==> config.mk <==
export PLATFORM = sky130hd
export DESIGN_NAME = ssi_controller
export DESIGN_NICKNAME = d
export VERILOG_FILES = /design/src/rtl/ssi_pkg.sv /design/src/rtl/ssi_controller.sv
export VERILOG_INCLUDE_DIRS = /design/src /design/src/rtl
export SDC_FILE = /design/constraint.sdc
export NUM_CORES = 1
export LEC_CHECK = 0
export BUFFER_PORTS_ARGS = -buffer_cell sky130_fd_sc_hd__buf_2
export CORE_MARGIN = 2
export CORE_UTILIZATION = 67
export CTS_CLUSTER_DIAMETER = 150
export DETAILED_ROUTE_END_ITERATION = 10
export PLACE_DENSITY = 0.87
export SKIP_CTS_REPAIR_TIMING = 1
export SLEW_MARGIN = 40
export SYNTH_ARGS = -nofsm -noshare
export SYNTH_HDL_FRONTEND = slang
export SYNTH_SLANG_ARGS = --single-unit
==> constraint.sdc <==
create_clock -name clock -period 11.1 [get_ports clock]
set_input_delay 2.22 -clock clock [delete_from_list [all_inputs] [get_ports clock]]
set_output_delay 2.22 -clock clock [all_outputs]
set_load 0.05 [all_outputs]
==> src/rtl/sort_step_identifier_core_macros.svh <==
// Assertion macros used by the sort step identifier controller.
`ifndef SORT_STEP_IDENTIFIER_CORE_MACROS_SVH
`define SORT_STEP_IDENTIFIER_CORE_MACROS_SVH

// Implication or plain property checked on every clock outside reset.
`define SSI_ASSERT(lbl, prop, msg) \
   lbl: assert property (@(posedge clock) disable iff (reset) prop) else $error(msg);

// Condition that must never be seen outside reset.
`define SSI_NEVER(lbl, cond, msg) \
   lbl: assert property (@(posedge clock) disable iff (reset) !(cond)) else $error(msg);

`endif

==> src/rtl/ssi_pkg.sv <==
// Shared types and codes of the sort step identifier.
package ssi_pkg;

   // Input opcodes.
   localparam logic [1:0] OP_LOAD_ORIG = 2'd0;
   localparam logic [1:0] OP_LOAD_SNAP = 2'd1;
   localparam logic [1:0] OP_START     = 2'd2;

   // Result kinds.
   localparam logic [1:0] KIND_INSERTION = 2'd0;
   localparam logic [1:0] KIND_MERGE     = 2'd1;
   localparam logic [1:0] KIND_NONE      = 2'd2;

   // Source of a word written into the working store.
   typedef enum logic [1:0] {
      SRC_ORIG,
      SRC_SCRATCH,
      SRC_SHIFT,
      SRC_TEMP
   } work_src_type;

   // Commands from the controller to the datapath.
   typedef struct packed {
      logic         orig_we;
      logic         snap_we;
      logic         work_we;
      work_src_type work_src;
      logic         scratch_we;
      logic         scratch_take_b;
      logic         temp_load;
      logic         out_zero;
   } cmd_type;

   // Status from the datapath to the controller.
   typedef struct packed {
      logic qa_lt_temp;
      logic qa_eq_snap;
      logic qa_lt_qb;
   } status_type;

endpackage

==> src/rtl/ssi_controller.sv <==
// Controller: load counts, length register and the sort replay sequencer.
module ssi_controller
   import ssi_pkg::*;
#(
   parameter int MAX_LEN = 64,
   parameter int AW      = 6,
   parameter int CW      = 7
) (
   input  logic          clock,
   input  logic          reset,
   input  logic          start,
   output logic          busy,
   input  logic [1:0]    req_opcode,
   input  logic          csr_valid,
   output logic          csr_ready,
   input  logic [6:0]    csr_sequence_length,
   output logic          rsp_strobe,
   output logic [1:0]    rsp_sort_kind,
   output logic          rsp_last_flag,
   output cmd_type       cmd,
   input  status_type    status,
   output logic [AW-1:0] ld_addr,
   output logic [AW-1:0] addr_a,
   output logic [AW-1:0] addr_b,
   output logic [AW-1:0] addr_w
);
`include "sort_step_identifier_core_macros.svh"

   localparam int DW = CW + 2;
   localparam int LW = (CW > 7) ? CW : 7;

   typedef enum logic [4:0] {
      ST_IDLE, ST_CP_RD, ST_CP_WR, ST_PASS_TOP, ST_CMP_RD, ST_CMP_CHK,
      ST_INS_T_RD, ST_INS_T_LD, ST_SCAN_RD, ST_SCAN_CHK, ST_SHIFT,
      ST_SH_WR, ST_INS_PUT, ST_MG_RUN, ST_MG_RD, ST_MG_WR, ST_MB_RD,
      ST_MB_WR, ST_EMIT, ST_NONE
   } state_type;

   state_type     state_ff;
   logic [6:0]    len_ff;
   logic [CW-1:0] orig_cnt_ff;
   logic [CW-1:0] snap_cnt_ff;
   logic [CW-1:0] n_ff;
   logic [CW-1:0] k_ff;
   logic [CW-1:0] j_ff;
   logic [CW-1:0] pos_ff;
   logic [CW-1:0] p_ff;
   logic [CW-1:0] i_ff;
   logic [CW-1:0] jj_ff;
   logic [CW-1:0] mid_ff;
   logic [CW-1:0] hi_ff;
   logic [DW-1:0] width_ff;
   logic [DW-1:0] lo_ff;
   logic          merge_ff;
   logic          matched_ff;
   logic          cmp_post_ff;
   logic          strobe_ff;
   logic [1:0]    kind_ff;
   logic          last_ff;
   logic          zero_ff;
   logic [CW-1:0] n_in;
   logic [LW-1:0] len_ext;
   logic [DW-1:0] lo_w;
   logic [DW-1:0] lo_2w;
   logic [DW-1:0] n_ext;
   logic          take_left;
   logic          k_last;
   logic          accept;

   assign accept    = start && !busy;
   assign busy      = state_ff != ST_IDLE;
   assign csr_ready = 1'b1;
   assign len_ext   = LW'(len_ff);
   assign n_ext     = DW'(n_ff);
   assign lo_w      = lo_ff + width_ff;
   assign lo_2w     = lo_ff + (width_ff << 1);
   assign k_last    = k_ff == (n_ff - CW'(1));
   assign take_left = (i_ff < mid_ff) && ((jj_ff >= hi_ff) || status.qa_lt_qb);

   // Active length: zero acts as one, values above the store depth saturate.
   always_comb begin
      priority if (len_ff == 7'd0) begin
         n_in = CW'(1);
      end else if (len_ext > LW'(MAX_LEN)) begin
         n_in = CW'(MAX_LEN);
      end else begin
         n_in = CW'(len_ff);
      end
   end

   // Commands and addresses decoded from the state.
   always_comb begin
      cmd                = '0;
      cmd.work_src       = SRC_ORIG;
      addr_a             = k_ff[AW-1:0];
      addr_b             = jj_ff[AW-1:0];
      addr_w             = k_ff[AW-1:0];
      ld_addr            = (req_opcode == OP_LOAD_SNAP) ? snap_cnt_ff[AW-1:0]
                                                        : orig_cnt_ff[AW-1:0];
      cmd.orig_we        = accept && (req_opcode == OP_LOAD_ORIG) &&
                           (orig_cnt_ff < CW'(MAX_LEN));
      cmd.snap_we        = accept && (req_opcode == OP_LOAD_SNAP) &&
                           (snap_cnt_ff < CW'(MAX_LEN));
      cmd.out_zero       = zero_ff;
      unique case (state_ff)
         ST_CP_WR: begin
            cmd.work_we = 1'b1;
         end
         ST_INS_T_RD: begin
            addr_a = j_ff[AW-1:0];
         end
         ST_INS_T_LD: begin
            cmd.temp_load = 1'b1;
         end
         ST_SCAN_RD: begin
            addr_a = pos_ff[AW-1:0];
         end
         ST_SHIFT: begin
            addr_a = p_ff[AW-1:0] - AW'(1);
         end
         ST_SH_WR: begin
            cmd.work_we  = 1'b1;
            cmd.work_src = SRC_SHIFT;
            addr_w       = p_ff[AW-1:0];
         end
         ST_INS_PUT: begin
            cmd.work_we  = 1'b1;
            cmd.work_src = SRC_TEMP;
            addr_w       = pos_ff[AW-1:0];
         end
         ST_MG_RD: begin
            addr_a = i_ff[AW-1:0];
         end
         ST_MG_WR: begin
            cmd.scratch_we     = 1'b1;
            cmd.scratch_take_b = !take_left;
         end
         ST_MB_WR: begin
            cmd.work_we  = 1'b1;
            cmd.work_src = SRC_SCRATCH;
         end
         default: begin
         end
      endcase
   end

   // State, counters and registered result controls.
   always_ff @(posedge clock) begin
      if (reset) begin
         state_ff    <= ST_IDLE;
         len_ff      <= 7'd1;
         orig_cnt_ff <= '0;
         snap_cnt_ff <= '0;
         n_ff        <= CW'(1);
         k_ff        <= '0;
         j_ff        <= '0;
         pos_ff      <= '0;
         p_ff        <= '0;
         i_ff        <= '0;
         jj_ff       <= '0;
         mid_ff      <= '0;
         hi_ff       <= '0;
         width_ff    <= '0;
         lo_ff       <= '0;
         merge_ff    <= 1'b0;
         matched_ff  <= 1'b0;
         cmp_post_ff <= 1'b0;
         strobe_ff   <= 1'b0;
         kind_ff     <= KIND_NONE;
         last_ff     <= 1'b0;
         zero_ff     <= 1'b0;
      end else begin
         strobe_ff <= 1'b0;
         if (csr_valid) begin
            len_ff <= csr_sequence_length;
         end
         if (cmd.orig_we) begin
            orig_cnt_ff <= orig_cnt_ff + CW'(1);
         end
         if (cmd.snap_we) begin
            snap_cnt_ff <= snap_cnt_ff + CW'(1);
         end
         unique case (state_ff)
            ST_IDLE: begin
               if (accept && (req_opcode == OP_START)) begin
                  orig_cnt_ff <= '0;
                  snap_cnt_ff <= '0;
                  n_ff        <= n_in;
                  k_ff        <= '0;
                  merge_ff    <= 1'b0;
                  matched_ff  <= 1'b0;
                  cmp_post_ff <= 1'b0;
                  state_ff    <= ST_CP_RD;
               end
            end
            ST_CP_RD: begin
               state_ff <= ST_CP_WR;
            end
            ST_CP_WR: begin
               if (k_last) begin
                  j_ff     <= CW'(1);
                  width_ff <= DW'(1);
                  state_ff <= ST_PASS_TOP;
               end else begin
                  k_ff     <= k_ff + CW'(1);
                  state_ff <= ST_CP_RD;
               end
            end
            ST_PASS_TOP: begin
               k_ff        <= '0;
               cmp_post_ff <= 1'b0;
               priority if (!merge_ff && (j_ff >= n_ff)) begin
                  // Insertion replay finished without a step.
                  if (matched_ff) begin
                     state_ff <= ST_NONE;
                  end else begin
                     merge_ff <= 1'b1;
                     state_ff <= ST_CP_RD;
                  end
               end else if (merge_ff && (width_ff >= n_ext)) begin
                  state_ff <= ST_NONE;
               end else if (matched_ff) begin
                  state_ff <= merge_ff ? ST_MG_RUN : ST_INS_T_RD;
                  lo_ff    <= '0;
               end else begin
                  state_ff <= ST_CMP_RD;
               end
            end
            ST_CMP_RD: begin
               state_ff <= ST_CMP_CHK;
            end
            ST_CMP_CHK: begin
               if (status.qa_eq_snap && !k_last) begin
                  k_ff     <= k_ff + CW'(1);
                  state_ff <= ST_CMP_RD;
               end else if (cmp_post_ff) begin
                  // A pass after a match: a changed copy is the step.
                  if (!status.qa_eq_snap) begin
                     k_ff     <= '0;
                     kind_ff  <= KIND_INSERTION;
                     state_ff <= ST_EMIT;
                  end else begin
                     j_ff     <= j_ff + CW'(1);
                     state_ff <= ST_PASS_TOP;
                  end
               end else begin
                  matched_ff <= status.qa_eq_snap;
                  lo_ff      <= '0;
                  state_ff   <= merge_ff ? ST_MG_RUN : ST_INS_T_RD;
               end
            end
            ST_INS_T_RD: begin
               state_ff <= ST_INS_T_LD;
            end
            ST_INS_T_LD: begin
               pos_ff   <= '0;
               state_ff <= ST_SCAN_RD;
            end
            ST_SCAN_RD: begin
               state_ff <= ST_SCAN_CHK;
            end
            ST_SCAN_CHK: begin
               p_ff <= j_ff;
               if (status.qa_lt_temp) begin
                  pos_ff   <= pos_ff + CW'(1);
                  state_ff <= ((pos_ff + CW'(1)) < j_ff) ? ST_SCAN_RD : ST_SHIFT;
               end else begin
                  state_ff <= ST_SHIFT;
               end
            end
            ST_SHIFT: begin
               state_ff <= (p_ff > pos_ff) ? ST_SH_WR : ST_INS_PUT;
            end
            ST_SH_WR: begin
               p_ff     <= p_ff - CW'(1);
               state_ff <= ST_SHIFT;
            end
            ST_INS_PUT: begin
               k_ff <= '0;
               if (matched_ff) begin
                  cmp_post_ff <= 1'b1;
                  state_ff    <= ST_CMP_RD;
               end else begin
                  j_ff     <= j_ff + CW'(1);
                  state_ff <= ST_PASS_TOP;
               end
            end
            ST_MG_RUN: begin
               if (lo_ff < n_ext) begin
                  mid_ff   <= (lo_w < n_ext) ? lo_w[CW-1:0] : n_ff;
                  hi_ff    <= (lo_2w < n_ext) ? lo_2w[CW-1:0] : n_ff;
                  jj_ff    <= (lo_w < n_ext) ? lo_w[CW-1:0] : n_ff;
                  i_ff     <= lo_ff[CW-1:0];
                  k_ff     <= lo_ff[CW-1:0];
                  state_ff <= ST_MG_RD;
               end else begin
                  k_ff     <= '0;
                  state_ff <= ST_MB_RD;
               end
            end
            ST_MG_RD: begin
               if (k_ff == hi_ff) begin
                  lo_ff    <= lo_2w;
                  state_ff <= ST_MG_RUN;
               end else begin
                  state_ff <= ST_MG_WR;
               end
            end
            ST_MG_WR: begin
               if (take_left) begin
                  i_ff <= i_ff + CW'(1);
               end else begin
                  jj_ff <= jj_ff + CW'(1);
               end
               k_ff     <= k_ff + CW'(1);
               state_ff <= ST_MG_RD;
            end
            ST_MB_RD: begin
               state_ff <= ST_MB_WR;
            end
            ST_MB_WR: begin
               if (!k_last) begin
                  k_ff     <= k_ff + CW'(1);
                  state_ff <= ST_MB_RD;
               end else if (matched_ff) begin
                  k_ff     <= '0;
                  kind_ff  <= KIND_MERGE;
                  state_ff <= ST_EMIT;
               end else begin
                  width_ff <= width_ff << 1;
                  state_ff <= ST_PASS_TOP;
               end
            end
            ST_EMIT: begin
               // Read word k now; it is shown with the strobe next cycle.
               strobe_ff <= 1'b1;
               zero_ff   <= 1'b0;
               last_ff   <= k_last;
               k_ff      <= k_ff + CW'(1);
               if (k_last) begin
                  state_ff <= ST_IDLE;
               end
            end
            ST_NONE: begin
               strobe_ff <= 1'b1;
               zero_ff   <= 1'b1;
               last_ff   <= 1'b1;
               kind_ff   <= KIND_NONE;
               state_ff  <= ST_IDLE;
            end
            default: begin
               state_ff <= ST_IDLE;
            end
         endcase
      end
   end

   assign rsp_strobe    = strobe_ff;
   assign rsp_sort_kind = kind_ff;
   assign rsp_last_flag = last_ff;

   `SSI_ASSERT(a_strobe_after_busy, strobe_ff |-> $past(state_ff != ST_IDLE), "result without a run")
   `SSI_ASSERT(a_post_cmp_matched, cmp_post_ff |-> matched_ff, "post compare without a match")
   `SSI_NEVER(a_count_bound, (orig_cnt_ff > CW'(MAX_LEN)) || (snap_cnt_ff > CW'(MAX_LEN)), "load count overflow")
   `SSI_ASSERT(a_merge_in_run, (state_ff == ST_MG_WR) |-> (k_ff < hi_ff), "merge write past run end")

endmodule

; ---- Word-level counts from Yosys, hierarchy flattened
; Cells that the tools add are included.
[totals]
regBits = 115
inputBits = 16
output_inout_bits = 39
word_cells = 235
[op_classes]
addsub = 12
n_lt_le_gt_ge = 12
eq_ne = 50
muxes = 90
reduce_logical = 49
[op_table]
columns = cell, count
row1 = 2-to-1 mux 7 bit, 28
row2 = one-hot mux 5 bit (19 select lines), 1
row3 = 2-to-1 mux 9 bit, 9
row4 = one-hot mux 7 bit (2 select lines), 4
row5 = 2-to-1 mux 5 bit, 11
row6 = "adder 7 x 1 -> 7 bit, second input constant", 7
row7 = one-hot mux 7 bit (7 select lines), 1
row8 = "inequality test 2 bit, second input constant", 24
row9 = "equality test 5 x 4 -> 1 bit, second input constant", 8
row10 = less-than comparator 9 x 7 -> 1 bit, 3
row11 = one-hot mux 9 bit (3 select lines), 1
row12 = one-hot mux 6 bit (4 select lines), 1
row13 = one-hot mux 7 bit (3 select lines), 1
row14 = "equality test 5 x 3 -> 1 bit, second input constant", 4
row15 = "equality test 5 bit, second input constant", 4
row16 = 2-to-1 mux 2 bit, 10
row17 = adder 9 bit, 2
row18 = one-hot mux 9 bit (2 select lines), 1
row19 = AND reduction 6 bit, 3
row20 = equality test 7 bit, 2
row21 = >= comparator 7 bit, 2
row22 = less-than comparator 7 bit, 2
row23 = "less-than comparator 7 bit, second input constant", 2
row24 = nonzero test 2 bit, 7
row25 = other kinds (33), 75

; ---- Logic depth before layout (Yosys ltp)
[depth]
depth_word = 8
mapped_depth = 14
mapped_depth_nobuf = 14

; ---- Worst setup path after synthesis
; OpenSTA, ideal clock, no wires.
[synth_timing]
path_kind = input-to-output
startpoint = input req_opcode[1]
endpoint = output cmd[8] (netlist bit)
arrival_ns = 4.051
t_required_ns = 8.880
slack_ns = 4.829
cell_stages = 2
path_buffers = 0
cell_sequence = nand2b_1 nor4_1
[synth_lines]
columns = item, line
row1 = "start, declared", ssi_controller.sv:13  ; input logic [1:0] req_opcode,
row2 = "end, declared", ssi_controller.sv:20  ; output cmd_type cmd,

==> impl_metrics.env <==
export IMPL_syn_inst=1084
export IMPL_drc=0
export IMPL_place_hpwl_mm=16.5
export IMPL_power_density_nw_per_um2=122
export IMPL_wl_per_cell_um=18.4
export IMPL_die_area_um2=13400
export IMPL_synth_area_um2=8380
export IMPL_syn_avg_cell_area_um2=7.73
export IMPL_cts_buffer_depth=2
export IMPL_portBuffers=53
export IMPL_avgViaCountPerCell=6.55
export IMPL_synth_seq_cells=114
export IMPL_cts_sinks=114
export IMPL_worstPathRequired_ps=8880
export IMPL_worst_pin_slew_ps=826
export IMPL_finClkSkew_ps=9.81
export IMPL_p_sw_mw=0.311
export IMPL_dr_pass1_iters=5
export IMPL_period_share_pct=52.2
export IMPL_cp_slowest_stage_delay_ps=580
export IMPL_grt_usage_pct=36.2
export IMPL_worst_setup_path_start_kind="input port"
export IMPL_slowest_stage="nor3_1"
export IMPL_tns_ps=0
export IMPL_regArea_um2=2280
export IMPL_antennaDiodeCount=0
export IMPL_final_core_util_pct=75.9
export IMPL_gp_congestion=0.975
export IMPL_grt_overflow=0
export IMPL_cts_tree="done"
export IMPL_setup_violations=0
export IMPL_arrival_ps=3580
export IMPL_cpMostUsedCell="buf_2"
export IMPL_ys_flop_type="dfxtp_1"
export IMPL_row_count=40
export IMPL_synthDistinctLibCells=72
export IMPL_crit_chain="buf_2 > nand2b_1 > nor3_1 > buf_2"
export IMPL_yosysWarnings=0
export IMPL_internal_power_mw=0.807
export IMPL_die_h_um=116
export IMPL_endpoint_kind="output port"
export IMPL_synth_top_area_share_pct=27.2
export IMPL_cap_violations=0
export IMPL_multi_input_area_um2=5630
export IMPL_switching_share_pct=27.8
export IMPL_ant_nets=0
export IMPL_numCtsBuffers=17
export IMPL_rsz0062_at_grt="no"
export IMPL_vias=8376
export IMPL_cts_root_buf="clkbuf_16"
export IMPL_hold_viol=0
export IMPL_grt_max_degree=91
export IMPL_combPwrFrac_pct=14.8
export IMPL_status="completed"
export IMPL_crit_family="simple AND/OR/NAND/NOR gates"
export IMPL_clk_latency_ps=430
export IMPL_synth_top_area_cell="dfxtp_1"
export IMPL_drt_initial_drc_count=1244
export IMPL_maxSlewHeadroom_pct=44.8
export IMPL_period_minus_slack_ps=5800
export IMPL_clk_pin_slew_worst_paths_ps=50
export IMPL_hp_class="flip-flop to flip-flop"
export IMPL_grt_pass1_vias=7654
export IMPL_ios=55
export IMPL_synth_edf_count=0
export IMPL_die_w_um=116
export IMPL_peakVddDrop_mv=0.116
export IMPL_path_buf_inv=2
export IMPL_initial_core_util_pct=69.2
export IMPL_p_seq_share_pct=38.3
export IMPL_clkPwrFrac_pct=46.9
export IMPL_slew_viol_final=0
export IMPL_coreArea_um2=12100
export IMPL_critPathMaxFanout=8
export IMPL_synthTopCellsByArea="dfxtp_1 27%, ha_1 12%, a21oi_1 6.1%, nand2_1 5.1%, nor2_1 4.7%"
export IMPL_max_freq_ghz=0.172
export IMPL_fin_nets=1199
export IMPL_p_leak_nw=3.71
export IMPL_htreeDepth=4
export IMPL_syn2layout_area_growth_pct=9.74
export IMPL_antenna_found_initial=0
export IMPL_path_class="input port to output port"
export IMPL_wirelength_mm=23.5
export IMPL_synthArstFlopShare_pct=0
export IMPL_layout_drive_gt1_share_pct=10.3
export IMPL_grt_pass1_wl_mm=38.1
export IMPL_fillCellCount=949
export IMPL_seq_area_frac_synth_pct=27.2
## cell families (layout without fill, tap and decap cells)
kind of cell / after synthesis / after routing / synth area share, %
AO/OA/AOI/OAI: 298 / 298 / 23.7
XOR/XNOR: 52 / 52 / 5.44
adder cells (fa/ha/maj): 83 / 83 / 12.6
buffers and inverters: 120 / 145 / 5.77
flip-flops: 114 / 114 / 27.2
multiplexers: 22 / 22 / 2.69
other: 1 / 2 / 0.0448
AND/OR/NAND/NOR: 394 / 394 / 22.5
## power by group through the flow
stage                     registers, mW  clock network (mW)  logic [mW]
after floorplan                   0.428                   0       0.129
after global placement            0.435                   0       0.158
after detailed placement          0.435                   0       0.160
after CTS                         0.427               0.524       0.162
after global routing              0.428               0.542       0.179
final                             0.428               0.524       0.166
## worst reg2reg max path, cell delays in order (launching register included)
cell and delay [ps]:
dfxtp_1 530, inv_1 120, fa_1 470, and2b_1 240, o21a_1 120, nor2_1 50
xnor2_1 260, ha_1 290, o21a_1 160, o21ai_0 200, o22ai_2 110, a2111oi_4 660
mux2i_1 480, nand2_1 110, a311oi_1 290
## cells in the final DEF, fill, tap and decap left out, types with 12 or more instances in the layout
cell type	count
a211oi_1	13
a21o_1	14
a21oi_1	102
a22oi_1	14
buf_2	53
clkbuf_16	17
dfxtp_1	114
ha_1	81
inv_1	58
mux2i_1	18
nand2_1	113
nand3_1	44
nand4_1	15
nor2_1	102
nor2b_1	12
nor3_1	27
o21ai_0	55
xnor2_1	35
xor2_1	17
## cell type report
type,instances,share of cell area (%)
Clock inverter,6,0.898
Inverter,58,2.37
Timing Repair Buffer,58,3.33
Clock buffer,23,5.09
Sequential cell,114,24.8
Multi-Input combinational cell,851,61.2
Tap cell,168,2.29
## stage by stage
| stage | cell area (um2) | cells | hold WS, ps | power (mW) | worst slack, ps |
|---|---|---|---|---|---|
| after global routing | 9190 | 1278 | 474 | 1.15 | 5190 |
| after floorplan | 8380 | 1085 | 436 | 0.557 | 4830 |
| after global placement | 8630 | 1249 | 445 | 0.593 | 5350 |
| after CTS | 9190 | 1278 | 456 | 1.11 | 5310 |
| final | 9190 | 1278 | 454 | 1.12 | 5300 |
| after detailed placement | 8640 | 1249 | 444 | 0.596 | 5330 |
## worst paths after layout
| check | startpoint | endpoint | slack [ps] | cells after the start |
|---|---|---|---|---|
| worst max-delay path | req_opcode[1] | cmd[7] | 5300 | 4 |
| worst min-delay path | rsp_sort_kind[1]$_SDFFE_PP1P_ | rsp_sort_kind[1]$_SDFFE_PP1P_ | 450 | 1 |
| worst max register to register | width_ff[1]$_SDFFE_PP0P_ | jj_ff[1]$_SDFFE_PP0P_ | 6930 | 14 |
| worst min register to register | rsp_sort_kind[1]$_SDFFE_PP1P_ | rsp_sort_kind[1]$_SDFFE_PP1P_ | 450 | 1 |
## layer usage
metal / GRT usage, % / up-vias / wire length (um)
met4: 15.8 / 0 / 824
met2: 58.9 / 442 / 10900
met5: 0 / - / 0
met3: 8.42 / 74 / 2040
li1: - / 3948 / -
met1: 46.1 / 3912 / 9690
## sequential cells by signal, summed over array words and instances (netlist names)
name           flops
rsp_sort_kind      2
zero_ff            1
lo_ff              8
orig_cnt_ff        7
hi_ff              7
p_ff               7
k_ff               7
state_ff           5
len_ext            7
jj_ff              7
cmp_post_ff        1
j_ff               7
rsp_last_flag      1
n_ff               7
snap_cnt_ff        7
merge_ff           1
pos_ff             7
width_ff           9
i_ff               7
matched_ff         1
rsp_strobe         1
mid_ff             7
## synthesized netlist by cell type (4+ instances only)
cell type / instances
nand3b_1: 8
buf_1: 6
nor3b_1: 7
clkbuf_1: 46
o22ai_1: 4
nor2b_1: 12
dfxtp_1: 114
xnor2_1: 35
a31oi_1: 11
and3_1: 10
o21ai_0: 56
nor2_1: 104
a211o_1: 6
o31ai_1: 4
a21o_1: 14
nand2_1: 113
or3_1: 7
and2_1: 7
nand2b_1: 11
o21a_1: 4
o211ai_1: 11
a222oi_1: 5
buf_4: 8
ha_1: 81
nor4_1: 9
or2_2: 9
inv_1: 58
nand4_1: 15
a221oi_1: 4
a21oi_1: 102
a211oi_1: 13
mux2i_1: 18
xor2_1: 17
a22oi_1: 14
nand3_1: 44
a221o_1: 6
nor3_1: 28
mux2_2: 4
Note: power is estimated with default switching activity, not from simulation.
